==> src/hdl/mchm_pkg.sv <==
// Shared types, codes and constants for the multi-channel heartbeat monitor.
package mchm_pkg;

    localparam int CHANNELS_DEF = 8;
    localparam logic [15:0] STABLE_RESET = 16'd100;
    localparam logic [15:0] TO_NEVER = 16'hFFFF;
    localparam logic [15:0] TO_OFF = 16'h0000;
    localparam int DIV_STEPS = 16;

    // operation codes carried by an input item
    typedef enum logic [2:0] {
        OP_TICK  = 3'd0,
        OP_FEED  = 3'd1,
        OP_REG   = 3'd2,
        OP_UNREG = 3'd3,
        OP_QUERY = 3'd4
    } t_op;

    // result status codes
    typedef enum logic [1:0] {
        ST_OK     = 2'd0,
        ST_DUP    = 2'd1,
        ST_NOSLOT = 2'd2
    } t_status;

    typedef enum logic [2:0] {
        S_IDLE,
        S_DECODE,
        S_DIV,
        S_SLOT,
        S_RESP
    } t_state;

    // controller to datapath
    typedef struct packed {
        logic latch;
        logic div_step;
        logic slot_step;
        logic resp_do;
    } t_cmd;

    // datapath to controller
    typedef struct packed {
        logic [2:0] op;
        logic       upd;
        logic       div_done;
        logic       out_free;
        logic       idx_last;
    } t_stat;

endpackage

==> src/hdl/multi_channel_heartbeat_monitor.sv <==
// Top level of the multi-channel heartbeat monitor: controller, datapath, checks.
//
// Tracks up to CHANNELS heartbeat slots. Register, unregister, feed and query
// items each give one result, after the decode and response states, and the
// next item is taken once the controller is back in idle. A tick item gives
// one result per slot, the last one marked. While any slot is registered, a
// tick first runs a 16-step serial divider (stable_time_ms over the tick
// interval), then walks the slots one per cycle while the output is not
// stalled. One item is worked on at a time; the result register lets the last
// result of an item wait while the next item is accepted. The configuration
// port is always ready and must only be written while the block is idle.
module multi_channel_heartbeat_monitor #(
    parameter int CHANNELS = mchm_pkg::CHANNELS_DEF
) (
    input  logic        i_clk,
    input  logic        i_rst_n,
    input  logic        i_in_valid,
    output logic        o_in_stall,
    input  logic [2:0]  i_opcode,
    input  logic [2:0]  i_channel,
    input  logic [31:0] i_now_ms,
    input  logic [15:0] i_init_wait_ms,
    input  logic [15:0] i_reload_timeout_ms,
    input  logic        i_cfg_valid,
    output logic        o_cfg_ready,
    input  logic [15:0] i_cfg_data,
    output logic        o_out_valid,
    input  logic        i_out_stall,
    output logic [2:0]  o_slot,
    output logic        o_in_use,
    output logic        o_online,
    output logic        o_changed,
    output logic [1:0]  o_status,
    output logic [3:0]  o_slots_used,
    output logic        o_last
);
    import mchm_pkg::*;

    t_cmd  cmd;
    t_stat stat;

    assign o_cfg_ready = 1'b1;

    mchm_ctrl u_ctrl (
        .i_clk      (i_clk),
        .i_rst_n    (i_rst_n),
        .i_in_valid (i_in_valid),
        .o_in_stall (o_in_stall),
        .i_stat     (stat),
        .o_cmd      (cmd)
    );

    mchm_datapath #(
        .CHANNELS (CHANNELS)
    ) u_dp (
        .i_clk               (i_clk),
        .i_rst_n             (i_rst_n),
        .i_cmd               (cmd),
        .o_stat              (stat),
        .i_opcode            (i_opcode),
        .i_channel           (i_channel),
        .i_now_ms            (i_now_ms),
        .i_init_wait_ms      (i_init_wait_ms),
        .i_reload_timeout_ms (i_reload_timeout_ms),
        .i_cfg_valid         (i_cfg_valid && o_cfg_ready),
        .i_cfg_data          (i_cfg_data),
        .o_out_valid         (o_out_valid),
        .i_out_stall         (i_out_stall),
        .o_slot              (o_slot),
        .o_in_use            (o_in_use),
        .o_online            (o_online),
        .o_changed           (o_changed),
        .o_status            (o_status),
        .o_slots_used        (o_slots_used),
        .o_last              (o_last)
    );

    // an accepted item keeps the input closed on the next cycle
    a_busy_after_accept: assert property (@(posedge i_clk) disable iff (!i_rst_n)
        (i_in_valid && !o_in_stall) |=> o_in_stall)
        else $error("input open right after an accepted item");

    // every result load shows up on the output
    a_load_shows: assert property (@(posedge i_clk) disable iff (!i_rst_n)
        (cmd.slot_step || cmd.resp_do) |=> o_out_valid)
        else $error("result load lost");

    // slot walk and response never load in the same cycle
    a_one_load: assert property (@(posedge i_clk) disable iff (!i_rst_n)
        !(cmd.slot_step && cmd.resp_do))
        else $error("two result loads at once");

endmodule

==> src/hdl/mchm_ctrl.sv <==
// Controller state machine: sequences decode, divide, slot walk and response.
module mchm_ctrl (
    input  logic           i_clk,
    input  logic           i_rst_n,
    input  logic           i_in_valid,
    output logic           o_in_stall,
    input  mchm_pkg::t_stat i_stat,
    output mchm_pkg::t_cmd  o_cmd
);
    import mchm_pkg::*;

    t_state r_state, n_state;

    // state register
    always_ff @(posedge i_clk) begin
        if (!i_rst_n) begin
            r_state <= S_IDLE;
        end else begin
            r_state <= n_state;
        end
    end

    // next state and commands
    always_comb begin
        n_state    = r_state;
        o_cmd      = '0;
        o_in_stall = 1'b1;
        case (r_state)
            S_IDLE: begin
                o_in_stall = 1'b0;
                if (i_in_valid) begin
                    o_cmd.latch = 1'b1;
                    n_state     = S_DECODE;
                end
            end
            S_DECODE: begin
                if (i_stat.op == OP_TICK) begin
                    n_state = i_stat.upd ? S_DIV : S_SLOT;
                end else if (i_stat.op inside {OP_FEED, OP_REG, OP_UNREG, OP_QUERY}) begin
                    n_state = S_RESP;
                end else begin
                    n_state = S_IDLE;
                end
            end
            S_DIV: begin
                if (i_stat.div_done) begin
                    n_state = S_SLOT;
                end else begin
                    o_cmd.div_step = 1'b1;
                end
            end
            S_SLOT: begin
                if (i_stat.out_free) begin
                    o_cmd.slot_step = 1'b1;
                    if (i_stat.idx_last) begin
                        n_state = S_IDLE;
                    end
                end
            end
            S_RESP: begin
                if (i_stat.out_free) begin
                    o_cmd.resp_do = 1'b1;
                    n_state       = S_IDLE;
                end
            end
            default: begin
                n_state = S_IDLE;
            end
        endcase
    end

endmodule

==> src/hdl/mchm_datapath.sv <==
// Datapath: slot state, tick interval divider, slot update logic and result register.
module mchm_datapath #(
    parameter int CHANNELS = mchm_pkg::CHANNELS_DEF
) (
    input  logic            i_clk,
    input  logic            i_rst_n,
    input  mchm_pkg::t_cmd  i_cmd,
    output mchm_pkg::t_stat o_stat,
    input  logic [2:0]      i_opcode,
    input  logic [2:0]      i_channel,
    input  logic [31:0]     i_now_ms,
    input  logic [15:0]     i_init_wait_ms,
    input  logic [15:0]     i_reload_timeout_ms,
    input  logic            i_cfg_valid,
    input  logic [15:0]     i_cfg_data,
    output logic            o_out_valid,
    input  logic            i_out_stall,
    output logic [2:0]      o_slot,
    output logic            o_in_use,
    output logic            o_online,
    output logic            o_changed,
    output logic [1:0]      o_status,
    output logic [3:0]      o_slots_used,
    output logic            o_last
);
    import mchm_pkg::*;

    localparam int IW = (CHANNELS > 1) ? $clog2(CHANNELS) : 1;
    localparam int UW = $clog2(CHANNELS + 1);

    // control state
    logic [CHANNELS-1:0] r_valid;
    logic [31:0]         r_prev;
    logic [UW-1:0]       r_used;
    logic [15:0]         r_stable;
    logic                r_out_valid;
    logic [4:0]          r_cnt;
    logic [IW-1:0]       r_idx;

    // latched item and divider
    logic [2:0]  r_op;
    logic [2:0]  r_ch;
    logic [31:0] r_now;
    logic [15:0] r_iw;
    logic [15:0] r_to;
    logic [31:0] r_diff;
    logic        r_upd;
    logic [16:0] r_rem;
    logic [15:0] r_quo;

    // per-slot stores
    logic [15:0] r_init [CHANNELS];
    logic [15:0] r_tmo [CHANNELS];
    logic [31:0] r_wait [CHANNELS];
    logic [15:0] r_sc [CHANNELS];
    logic [31:0] r_stamp [CHANNELS];
    logic        r_on [CHANNELS];
    logic        r_oprev [CHANNELS];

    // result register payload
    logic [2:0] r_o_slot;
    logic       r_o_in_use, r_o_online, r_o_changed, r_o_last;
    logic [1:0] r_o_status;
    logic [3:0] r_o_used;

    // interval since the previous tick, at least one
    logic [31:0] n_diff;
    assign n_diff = (i_now_ms - r_prev == 32'd0) ? 32'd1 : i_now_ms - r_prev;

    // one restoring divider step
    logic [16:0] n_trial;
    logic        n_ge;
    assign n_trial = {r_rem[15:0], r_quo[15]};
    assign n_ge    = {15'd0, n_trial} >= r_diff;

    // addressed channel
    logic [IW+2:0] ch_ext;
    logic [IW-1:0] chi;
    logic          ch_in, ok;
    assign ch_ext = (IW+3)'(r_ch);
    assign chi    = ch_ext[IW-1:0];
    assign ch_in  = 32'(r_ch) < CHANNELS;
    assign ok     = ch_in && r_valid[chi];

    // tick update of the walked slot
    logic [15:0] cur_iw, cur_to, cur_sc;
    logic [31:0] cur_wait, cur_stamp, w_wsum, w_age;
    logic        cur_valid, cur_on;
    logic [15:0] w_thr, w_c;
    logic [31:0] n_wait;
    logic [15:0] n_sc;
    logic        n_on, n_act;

    assign cur_iw    = r_init[r_idx];
    assign cur_to    = r_tmo[r_idx];
    assign cur_sc    = r_sc[r_idx];
    assign cur_wait  = r_wait[r_idx];
    assign cur_stamp = r_stamp[r_idx];
    assign cur_valid = r_valid[r_idx];
    assign cur_on    = r_on[r_idx];
    assign w_wsum    = cur_wait + r_diff;
    assign w_age     = r_now - cur_stamp;
    assign w_thr     = (r_quo == 16'd0) ? 16'd1 : r_quo;
    assign w_c       = cur_sc + 16'd1;
    assign n_act     = r_upd && cur_valid;

    always_comb begin
        n_wait = cur_wait;
        n_sc   = cur_sc;
        n_on   = cur_on;
        if (n_act) begin
            if (cur_wait <= {16'd0, cur_iw}) begin
                n_wait = w_wsum;
                if (w_wsum > {16'd0, cur_iw}) begin
                    n_on = 1'b1;
                end
            end else if (w_age > {16'd0, cur_to}) begin
                n_on = (cur_to == TO_NEVER) || (cur_to == TO_OFF);
                n_sc = 16'd0;
            end else if (w_c >= w_thr) begin
                n_sc = 16'd0;
                n_on = 1'b1;
            end else begin
                n_sc = w_c;
            end
        end
    end

    // slot count after a response
    logic [UW-1:0]  n_used;
    logic [UW+3:0]  used_ext;
    logic [IW+2:0]  idx_ext;
    logic           do_reg, do_unreg;
    assign do_reg   = (r_op == OP_REG) && ch_in && !r_valid[chi];
    assign do_unreg = (r_op == OP_UNREG) && ok;
    always_comb begin
        n_used = r_used;
        if (do_reg) begin
            n_used = r_used + UW'(1);
        end else if (do_unreg) begin
            n_used = r_used - UW'(1);
        end
    end
    assign used_ext = (UW+4)'(n_used);
    assign idx_ext  = (IW+3)'(r_idx);

    // control registers
    always_ff @(posedge i_clk) begin
        if (!i_rst_n) begin
            r_valid     <= '0;
            r_prev      <= 32'd0;
            r_used      <= '0;
            r_stable    <= STABLE_RESET;
            r_out_valid <= 1'b0;
            r_cnt       <= 5'd0;
            r_idx       <= '0;
            r_upd       <= 1'b0;
            r_op        <= 3'd0;
        end else begin
            if (i_cfg_valid) begin
                r_stable <= i_cfg_data;
            end
            if (r_out_valid && !i_out_stall) begin
                r_out_valid <= 1'b0;
            end
            if (i_cmd.latch) begin
                r_op  <= i_opcode;
                r_upd <= r_used != '0;
                r_cnt <= 5'd0;
                r_idx <= '0;
                if (i_opcode == OP_TICK && r_used != '0) begin
                    r_prev <= i_now_ms;
                end
            end
            if (i_cmd.div_step) begin
                r_cnt <= r_cnt + 5'd1;
            end
            if (i_cmd.slot_step) begin
                r_out_valid <= 1'b1;
                r_idx       <= r_idx + IW'(1);
            end
            if (i_cmd.resp_do) begin
                r_out_valid <= 1'b1;
                r_used      <= n_used;
                if (do_reg) begin
                    r_valid[chi] <= 1'b1;
                end
                if (do_unreg) begin
                    r_valid[chi] <= 1'b0;
                end
            end
        end
    end

    // payload registers
    always_ff @(posedge i_clk) begin
        if (i_cmd.latch) begin
            r_ch   <= i_channel;
            r_now  <= i_now_ms;
            r_iw   <= i_init_wait_ms;
            r_to   <= i_reload_timeout_ms;
            r_diff <= n_diff;
            r_rem  <= 17'd0;
            r_quo  <= r_stable;
        end
        if (i_cmd.div_step) begin
            r_rem <= n_ge ? n_trial - r_diff[16:0] : n_trial;
            r_quo <= {r_quo[14:0], n_ge};
        end
        if (i_cmd.slot_step) begin
            if (n_act) begin
                r_wait[r_idx] <= n_wait;
                r_sc[r_idx]   <= n_sc;
                r_on[r_idx]   <= n_on;
            end
            if (cur_valid) begin
                r_oprev[r_idx] <= n_on;
            end
            r_o_slot    <= idx_ext[2:0];
            r_o_in_use  <= cur_valid;
            r_o_online  <= cur_valid && n_on;
            r_o_changed <= cur_valid && (n_on != r_oprev[r_idx]);
            r_o_status  <= ST_OK;
            r_o_used    <= used_ext[3:0];
            r_o_last    <= r_idx == IW'(CHANNELS - 1);
        end
        if (i_cmd.resp_do) begin
            r_o_slot    <= r_ch;
            r_o_changed <= 1'b0;
            r_o_last    <= 1'b1;
            r_o_used    <= used_ext[3:0];
            if (do_reg) begin
                r_init[chi]  <= r_iw;
                r_tmo[chi]   <= r_to;
                r_wait[chi]  <= 32'd0;
                r_sc[chi]    <= 16'd0;
                r_stamp[chi] <= r_now;
                r_on[chi]    <= 1'b1;
                r_oprev[chi] <= 1'b1;
                r_o_in_use   <= 1'b1;
                r_o_online   <= 1'b1;
                r_o_status   <= ST_OK;
            end else if (do_unreg) begin
                r_o_in_use <= 1'b0;
                r_o_online <= 1'b0;
                r_o_status <= ST_OK;
            end else if (ok) begin
                if (r_op == OP_FEED) begin
                    r_stamp[chi] <= r_now;
                end
                r_o_in_use <= 1'b1;
                r_o_online <= r_on[chi];
                r_o_status <= (r_op == OP_REG) ? ST_DUP : ST_OK;
            end else begin
                r_o_in_use <= 1'b0;
                r_o_online <= 1'b0;
                r_o_status <= ST_NOSLOT;
            end
        end
    end

    // status to the controller
    assign o_stat.op       = r_op;
    assign o_stat.upd      = r_upd;
    assign o_stat.div_done = r_cnt == 5'(DIV_STEPS);
    assign o_stat.out_free = !r_out_valid || !i_out_stall;
    assign o_stat.idx_last = r_idx == IW'(CHANNELS - 1);

    assign o_out_valid  = r_out_valid;
    assign o_slot       = r_o_slot;
    assign o_in_use     = r_o_in_use;
    assign o_online     = r_o_online;
    assign o_changed    = r_o_changed;
    assign o_status     = r_o_status;
    assign o_slots_used = r_o_used;
    assign o_last       = r_o_last;

endmodule
==> config.mk <==
export PLATFORM = sky130hd
export DESIGN_NAME = multi_channel_heartbeat_monitor
export DESIGN_NICKNAME = d
export VERILOG_FILES = /design/src/hdl/mchm_pkg.sv /design/src/hdl/multi_channel_heartbeat_monitor.sv /design/src/hdl/mchm_ctrl.sv /design/src/hdl/mchm_datapath.sv
export SDC_FILE = /design/constraint.sdc
export NUM_CORES = 1
export LEC_CHECK = 0
export ABC_AREA = 0
export ABC_CLOCK_PERIOD_IN_PS = 8200
export BUFFER_PORTS_ARGS = -buffer_cell sky130_fd_sc_hd__buf_2
export CORE_MARGIN = 1.5
export CORE_UTILIZATION = 40
export DETAILED_ROUTE_END_ITERATION = 8
export PLACE_DENSITY = 0.65
export SLEW_MARGIN = 20
export SYNTH_ARGS = -nofsm -noshare
export SYNTH_HDL_FRONTEND = slang
export SYNTH_SLANG_ARGS = --single-unit
==> constraint.sdc <==
create_clock -name i_clk -period 8.2 [get_ports i_clk]
set_input_delay 1.64 -clock i_clk [delete_from_list [all_inputs] [get_ports i_clk]]
set_output_delay 1.64 -clock i_clk [all_outputs]
set_load 0.02 [all_outputs]
==> results of run 1 <==
==> report_power, final <==
part | internal [uW] | switching, uW | total [uW]
combinational | 1280 | 1930 | 3220
sequential | 6870 | 380 | 7250
clock | 2980 | 2230 | 5210
==> registers in the layout, summed over array words and instances, names as in the netlist, 4 cells and up, named ones only <==
signal             count
u_dp.o_slots_used      4
u_dp.r_cnt             5
u_dp.r_diff           32
u_dp.r_init          128
u_dp.r_iw             16
u_dp.r_now            32
u_dp.r_on              8
u_dp.r_oprev           8
u_dp.r_prev           32
u_dp.r_quo            16
u_dp.r_rem            16
u_dp.r_sc            128
u_dp.r_stable         16
u_dp.r_stamp         256
u_dp.r_tmo           128
u_dp.r_to             16
u_dp.r_used            4
u_dp.r_valid           8
u_dp.r_wait          256
==> per-stage QoR <==
| step | instance area (sq um) | instances | util, % | total power (uW) | hold slack [ps] |
|---|---|---|---|---|---|
| after global placement | 54880 | 5214 | 42.38 | 10520 | 442.8 |
| after global routing | 58620 | 5419 | 45.27 | 16360 | 484.3 |
| after detailed placement | 54880 | 5214 | 42.38 | 10560 | 455.6 |
| after floorplan | 52140 | 3451 | - | 9596 | 422.7 |
| after CTS | 58600 | 5418 | 45.26 | 15750 | 463.4 |
| final | 58620 | 5419 | 45.27 | 15670 | 463.3 |
==> kinds of logic (layout without fill, tap and decap cells) <==
kind of cell	Yosys count	count (layout)
other cells	1	1
buf+inv	272	498
mux	373	373
fa+ha+maj	187	187
xor+xnor	95	95
flops	1138	1138
compound gates	618	618
simple gates	767	767
==> layout by cell type, fill, tap and decap left out, drive strengths merged, types with 10 or more instances in the layout <==
cell / count
edfxtp: 1054
nand2: 263
mux4: 232
a21oi: 193
ha: 183
buf: 168
nor2: 155
inv: 132
o21ai: 129
clkbuf: 124
mux2i: 106
dfxtp: 84
xnor2: 68
nand3: 57
a21o: 54
nor3: 49
clkinv: 49
nor2b: 44
a21boi: 42
nand2b: 36
mux2: 35
nand4: 34
xor2: 27
nor4: 27
o21a: 26
o211ai: 26
a31oi: 20
and2: 19
or3: 17
a211oi: 16
bufinv: 16
and3: 12
o31ai: 12
and4: 11
o21bai: 10
==> worst paths after layout <==
| path | from | end | slack [ps] | cells after the start |
|---|---|---|---|---|
| worst min register to register | u_dp.r_cnt[4] | u_dp.r_cnt[4] | 460 | 1 |
| worst max-delay path | flop | u_dp.r_oprev[4] | 730 | 23 |
| worst max register to register | flop | u_dp.r_oprev[4] | 730 | 23 |
| worst min-delay path | u_dp.r_cnt[4] | u_dp.r_cnt[4] | 460 | 1 |
==> cell type report <==
cell class	instances	area, sq um
flip-flops and latches	1138	33340
fillers	11280	70860
inverters	126	478.0
clock buffers	124	2804
clock inverters	80	918.4
well taps	1742	2180
multi-input cells	2041	17840
repair buffers	168	1061
==> routing by layer <==
layer | vias up | part of all wire (%) | track usage (%)
met3 | 150 | 6.4 | 2.736
met5 | - | 0 | 0
li1 | 13820 | - | -
met4 | 0 | 1.7 | 4.191
met2 | 998 | 47 | 29.98
met1 | 15620 | 45 | 27.89
==> impl_metrics.csv, run 1 <==
group,metric,value,unit
clock_network,cts_hold_buf,0,
setup_path,cp-end-kind,"flop",
timing,finalSetupViolCount,0,
timing,finalCritPeriodShare,91.08,%
clock_network,postCtsSetupRepairBufs,0,
global_routing,overflow,0,
die,initial_utilization,40.26,%
global_routing,grt_max_degree,79,
timing,finalClockSkew,62.28,ps
detailed_routing,ant_nets,0,
place,place_congestion,0.9085,
detailed_routing,drc_errors,0,
die,die_h,364.0,microns
global_routing,grt_pass1_vias,29840,
place,hpwl,82.47,mm
synth,ys_seq_elements,1138,
detailed_routing,vias,30590,
die,core_area,129500,sq um
global_routing,grt_pass1_wl,189.4,mm
place,numPortBuffers,105,
detailed_routing,drt-pass1-iter-count,6,
synth,synth_mux_area_share,12.86,%
synth,synth_warnings,0,
setup_path,path_class,"reg2reg",
synth,synth_simple_gate_area_share,7.171,%
timing,slew_headroom,24.95,%
synth,avgSynthCellArea,15.11,sq um
setup_path,path_common_cell,"nand4_1",
die,dieArea,132500,sq um
synth,yosys-top-cells-area,"edfxtp_1 61%, mux4_2 9.8%, ha_1 4.4%",
setup_path,critPathSlowestCell,"dfxtp_4",
die,io_pins,107,
synth,synth-main-ff-cell,"edfxtp_1",
clock_network,cts_tree,"built",
setup_path,cp_cell_sequence,"buf_4 -> buf_12 -> mux4_2 -> mux2_2 -> ha_1 -> a2111oi_0 -> o21ai_0 -> a21boi_1 -> o21ai_1 -> a21o_1 -> a21oi_1 -> xnor2_1 -> ha_1 -> nand4_1 -> nor3_1 -> nand4_1 -> nor2_1 -> o21ai_0 -> nor4b_1 -> nand4_1 -> o31a_1 -> a21oi_1 -> nand2_1",
synth,yosys-top-cells-count,"1054 x edfxtp_1, 263 x nand2_1, 227 x mux4_2, 193 x a21oi_1, 183 x ha_1",
timing,worstMarginPinSlew,1123,ps
synth,yosysUniqueCellTypes,92,
global_routing,antenna_found_initial,9,
clock_network,cts_buffer_depth,3,
place,place_ws,845.2,ps
synth,synth_top_cell_by_area,"edfxtp_1",
global_routing,grt_util_all_layers,18.99,%
synth,syn-num-nets,3729,
timing,slew_viol_final,0,
synth,synth.most_common_cell,"edfxtp_1",
clock_network,cts_buffers,109,
clock_network,cts_root_buf,"clkbuf_16",
synth,netlist_area,52140,sq um
finish,final_nets,3862,
timing,post-route-min-period,7468,ps
synth,synth_seq_area_share,63.93,%
synth,synthAdderAreaFrac,4.545,%
setup_path,arrival,7780,ps
run_status,outcome,"completed",
timing,fmax,133.9,MHz
pwr,power_leakage,0.01921,uW
synth,synth_top_family_by_area,"multiplexers",
finish,antennaDiodeCount,0,
clock_network,h-tree-depth,3,
clock_network,clk_pin_slew,60,ps
flow_run,drv_cap,0,
setup_path,critPathTopFamily,"compound AO/OA/AOI/OAI gates",
setup_path,critical_path_buf_inv_count,2,
timing,rsz0062_at_grt,"false",
detailed_routing,viasPerCell,5.645,
timing,fin_setup_tns,0,ps
synth,synth_top_area_share,60.71,%
setup_path,cp.required,8510,ps
clock_network,cts.sinks,1138,
synth,ys_async_sr_fraction,0,%
detailed_routing,drt_wl_total,126.3,mm
pwr,worst_ir_drop_vdd,0.0001968,V
timing,hold_viol_final,0,
clock_network,clk_latency,740,ps
detailed_routing,wl_per_cell,23.30,microns
setup_path,startpoint_type,"flop",
synth,synth_compound_area_share,7.656,%
setup_path,crit_path_max_incr_delay,610,ps
synth,synth_xor_area_share,1.596,%
finish,areaGrowthSynthToFinish,12.44,%
pwr,pwr_density_cell,267.3,nW/um^2
synth,synth_edf_count,1054,
setup_path,cp_max_fo,59,
worst_hold_path,hold_path_class,"reg2reg",
die,die_x,364.0,microns
clock_network,cts-resized-gates,0,
finish,drive_gt1_share,18.25,%
detailed_routing,drt_first_iter_violations,3025,
synth,netlist_instances,3451,
timing,setup_slack,731.7,ps
die,rows,132,
Note: power is estimated with default switching activity, not from simulation.
==> run 2: changes to the inputs <==
--- a/config.mk
+++ b/config.mk
@@ -8,10 +8,13 @@
 export ABC_AREA = 0
 export ABC_CLOCK_PERIOD_IN_PS = 8200
 export BUFFER_PORTS_ARGS = -buffer_cell sky130_fd_sc_hd__buf_2
-export CORE_MARGIN = 1.5
+export CELL_PAD_IN_SITES_DETAIL_PLACEMENT = 0
+export CELL_PAD_IN_SITES_GLOBAL_PLACEMENT = 2
+export CORE_MARGIN = 5
 export CORE_UTILIZATION = 40
 export DETAILED_ROUTE_END_ITERATION = 8
-export PLACE_DENSITY = 0.65
+export GPL_TIMING_DRIVEN = 1
+export PLACE_DENSITY = 0.8
 export SLEW_MARGIN = 20
 export SYNTH_ARGS = -nofsm -noshare
 export SYNTH_HDL_FRONTEND = slang
==> run 2 against run 1 <==
Compared with the run above:
- utilization hardly changed
- sequential share of layout area about the same
- register-to-register slack better by 290 ps
- wire length up 3.1%
- global-route usage decreased by 0.15 points
- clock skew down 9.7 ps
- design area barely moved
- largest power group unchanged
- highest routed layer is now met5
==> impl_metrics.csv, run 2 (same netlist as run 1, synthesis figures left out) <==
group,metric,value,unit
detailed_routing,drt-pass1-iter-count,5,
finish,final_cell_mix,"1054 x edfxtp_1, 263 x nand2_1, 227 x mux4_2",
clock_network,cts_buffer_depth,3,
timing,finalCritPeriodShare,87.59,%
setup_path,cp_max_fo,57,
clock_network,cts_root_buf,"clkbuf_16",
clock_network,postCtsSetupRepairBufs,0,
die,die_h,371.0,microns
global_routing,grt_pass1_vias,29990,
clock_network,cts.sinks,1138,
clock_network,cts_tree,"built",
setup_path,r2r_slack,1020,ps
clock_network,h-tree-depth,3,
die,die_x,371.0,microns
place,hpwl,86.12,mm
timing,worstMarginPinSlew,1143,ps
detailed_routing,viasPerCell,5.574,
clock_network,cts-resized-gates,0,
timing,hold_viol_final,0,
setup_path,startpoint_type,"flop",
finish,drive_gt1_share,18.16,%
timing,rsz0062_at_grt,"false",
pwr,power_frac_seq,46.5,%
clock_network,clk_latency,750,ps
pwr,power_frac_comb,20.6,%
timing,slew_headroom,23.63,%
timing,slew_viol_final,0,
pwr,p_int,11020,uW
finish,final_cells,5435,
flow_run,drv_cap,0,
timing,fin_setup_tns,0,ps
place,numPortBuffers,105,
finish,areaGrowthSynthToFinish,12.49,%
timing,finalClockSkew,52.59,ps
clock_network,cts_hold_buf,0,
detailed_routing,drt_first_iter_violations,2399,
timing,post-route-min-period,7182,ps
global_routing,antenna_found_initial,7,
global_routing,overflow,0,
die,core_area,129500,sq um
die,rows,132,
pwr,p_clk_share,32.8,%
place,place_congestion,0.8394,
setup_path,path_class,"reg2reg",
detailed_routing,drt_wl_total,130.1,mm
run_status,outcome,"completed",
global_routing,grt_max_degree,77,
setup_path,cp-end-kind,"flop",
detailed_routing,vias,30290,
timing,finalSetupViolCount,0,
place,place_inst,5217,
pwr,power_leakage,0.01922,uW
setup_path,cp.required,8570,ps
clock_network,cts_buffers,113,
pwr,switching_share,29.38,%
finish,largestRegisters,"u_dp.r_stamp: 256 flops, u_dp.r_wait: 256 flops",
global_routing,grt_util_all_layers,18.84,%
setup_path,endpoint,"u_dp.r_oprev[4]",
die,dieArea,137700,sq um
setup_path,r2r_cells,23,
place,place_area,54900,sq um
worst_hold_path,hold_path_class,"reg2reg",
pwr,power.net_switching,4586,uW
finish,final_common_cell,"edfxtp_1",
finish,nFillCells,11400,
setup_path,arrival,7550,ps
setup_path,r2r_end,"u_dp.r_oprev[4]",
finish,final_nets,3869,
pwr,p_total,15610,uW
pwr,pwr_density_cell,266.1,nW/um^2
die,io_pins,107,
detailed_routing,wl_per_cell,23.94,microns
clock_network,clk_pin_slew,60,ps
finish,utilization,45.29,%
detailed_routing,ant_nets,0,
finish,fin_area,58650,sq um
detailed_routing,drc_errors,0,
global_routing,grt_pass1_wl,194.9,mm
timing,fmax,139.2,MHz
die,initial_utilization,40.26,%
pwr,worst_ir_drop_vdd,0.0002140,V
[run 2: worst min-delay path by stage]
stage / slack (ps) / from / depth (start not counted) / to
after floorplan: 420 / u_dp.r_cnt[4] / 1 / u_dp.r_cnt[4]
after global placement: 440 / u_dp.r_cnt[4] / 1 / u_dp.r_cnt[4]
after detailed placement: 450 / u_dp.r_cnt[4] / 1 / u_dp.r_cnt[4]
after CTS: 460 / u_dp.r_cnt[4] / 1 / u_dp.r_cnt[4]
after global routing: 490 / u_dp.r_prev[28] / 2 / u_dp.r_prev[28]
final: 460 / u_dp.r_cnt[4] / 1 / u_dp.r_cnt[4]
[run 2: worst max-delay path, cell delays in order, from the launching register on]
cell,delay [ps]
dfxtp_4,700
buf_12,440
mux4_2,560
mux2i_1,370
inv_1,120
ha_1,320
a211oi_1,350
o21ai_0,230
a21boi_1,240
o21ai_1,260
a21o_1,240
a21oi_1,160
xnor2_1,110
ha_1,310
nand4_1,120
nor3_1,280
nand4_1,150
nor2_1,120
o21ai_0,220
nor4b_1,370
nand4_1,180
o31a_1,350
a21oi_1,240
nand2_1,340
[run 2: stage by stage]
stage | setup slack, ps | hold slack (ps)
after floorplan | 1302 | 422.7
after global placement | 1131 | 439.9
after detailed placement | 988.5 | 450.2
after CTS | 968.9 | 458.1
after global routing | 259.4 | 485.8
final | 1018 | 458.6
[run 2: power by group through the flow]
| stage | combinational (uW) | sequential [uW] | clock [uW] |
|---|---|---|---|
| floorplan | 2410 | 7180 | 0 |
| finish | 3220 | 7260 | 5120 |
| detailed placement | 3220 | 7380 | 0 |
| global route | 3590 | 7290 | 5500 |
| CTS | 3250 | 7260 | 5240 |
| global placement | 3230 | 7370 | 0 |
[run 2: layout make-up]
class	instances	area, sq um	share of cell area [%]
Sequential cell	1138	33340	56.86
Inverter	126	478.0	0.8150
Timing Repair Buffer	171	1091	1.860
Tap cell	1742	2180	3.717
Clock inverter	76	720.7	1.229
Multi-Input combinational cell	2041	17830	30.41
Clock buffer	137	2990	5.099
Antenna cell	4	10.01	0.01707
[run 2: metal layers]
layer  up-vias  track usage (%)  wire length (microns)
li1      13850                -                      -
met1     15480            27.15                  58420
met2       824            30.17                  61150
met3       142            3.461                   8127
met4         2            3.886                   2420
met5         -                0                     13
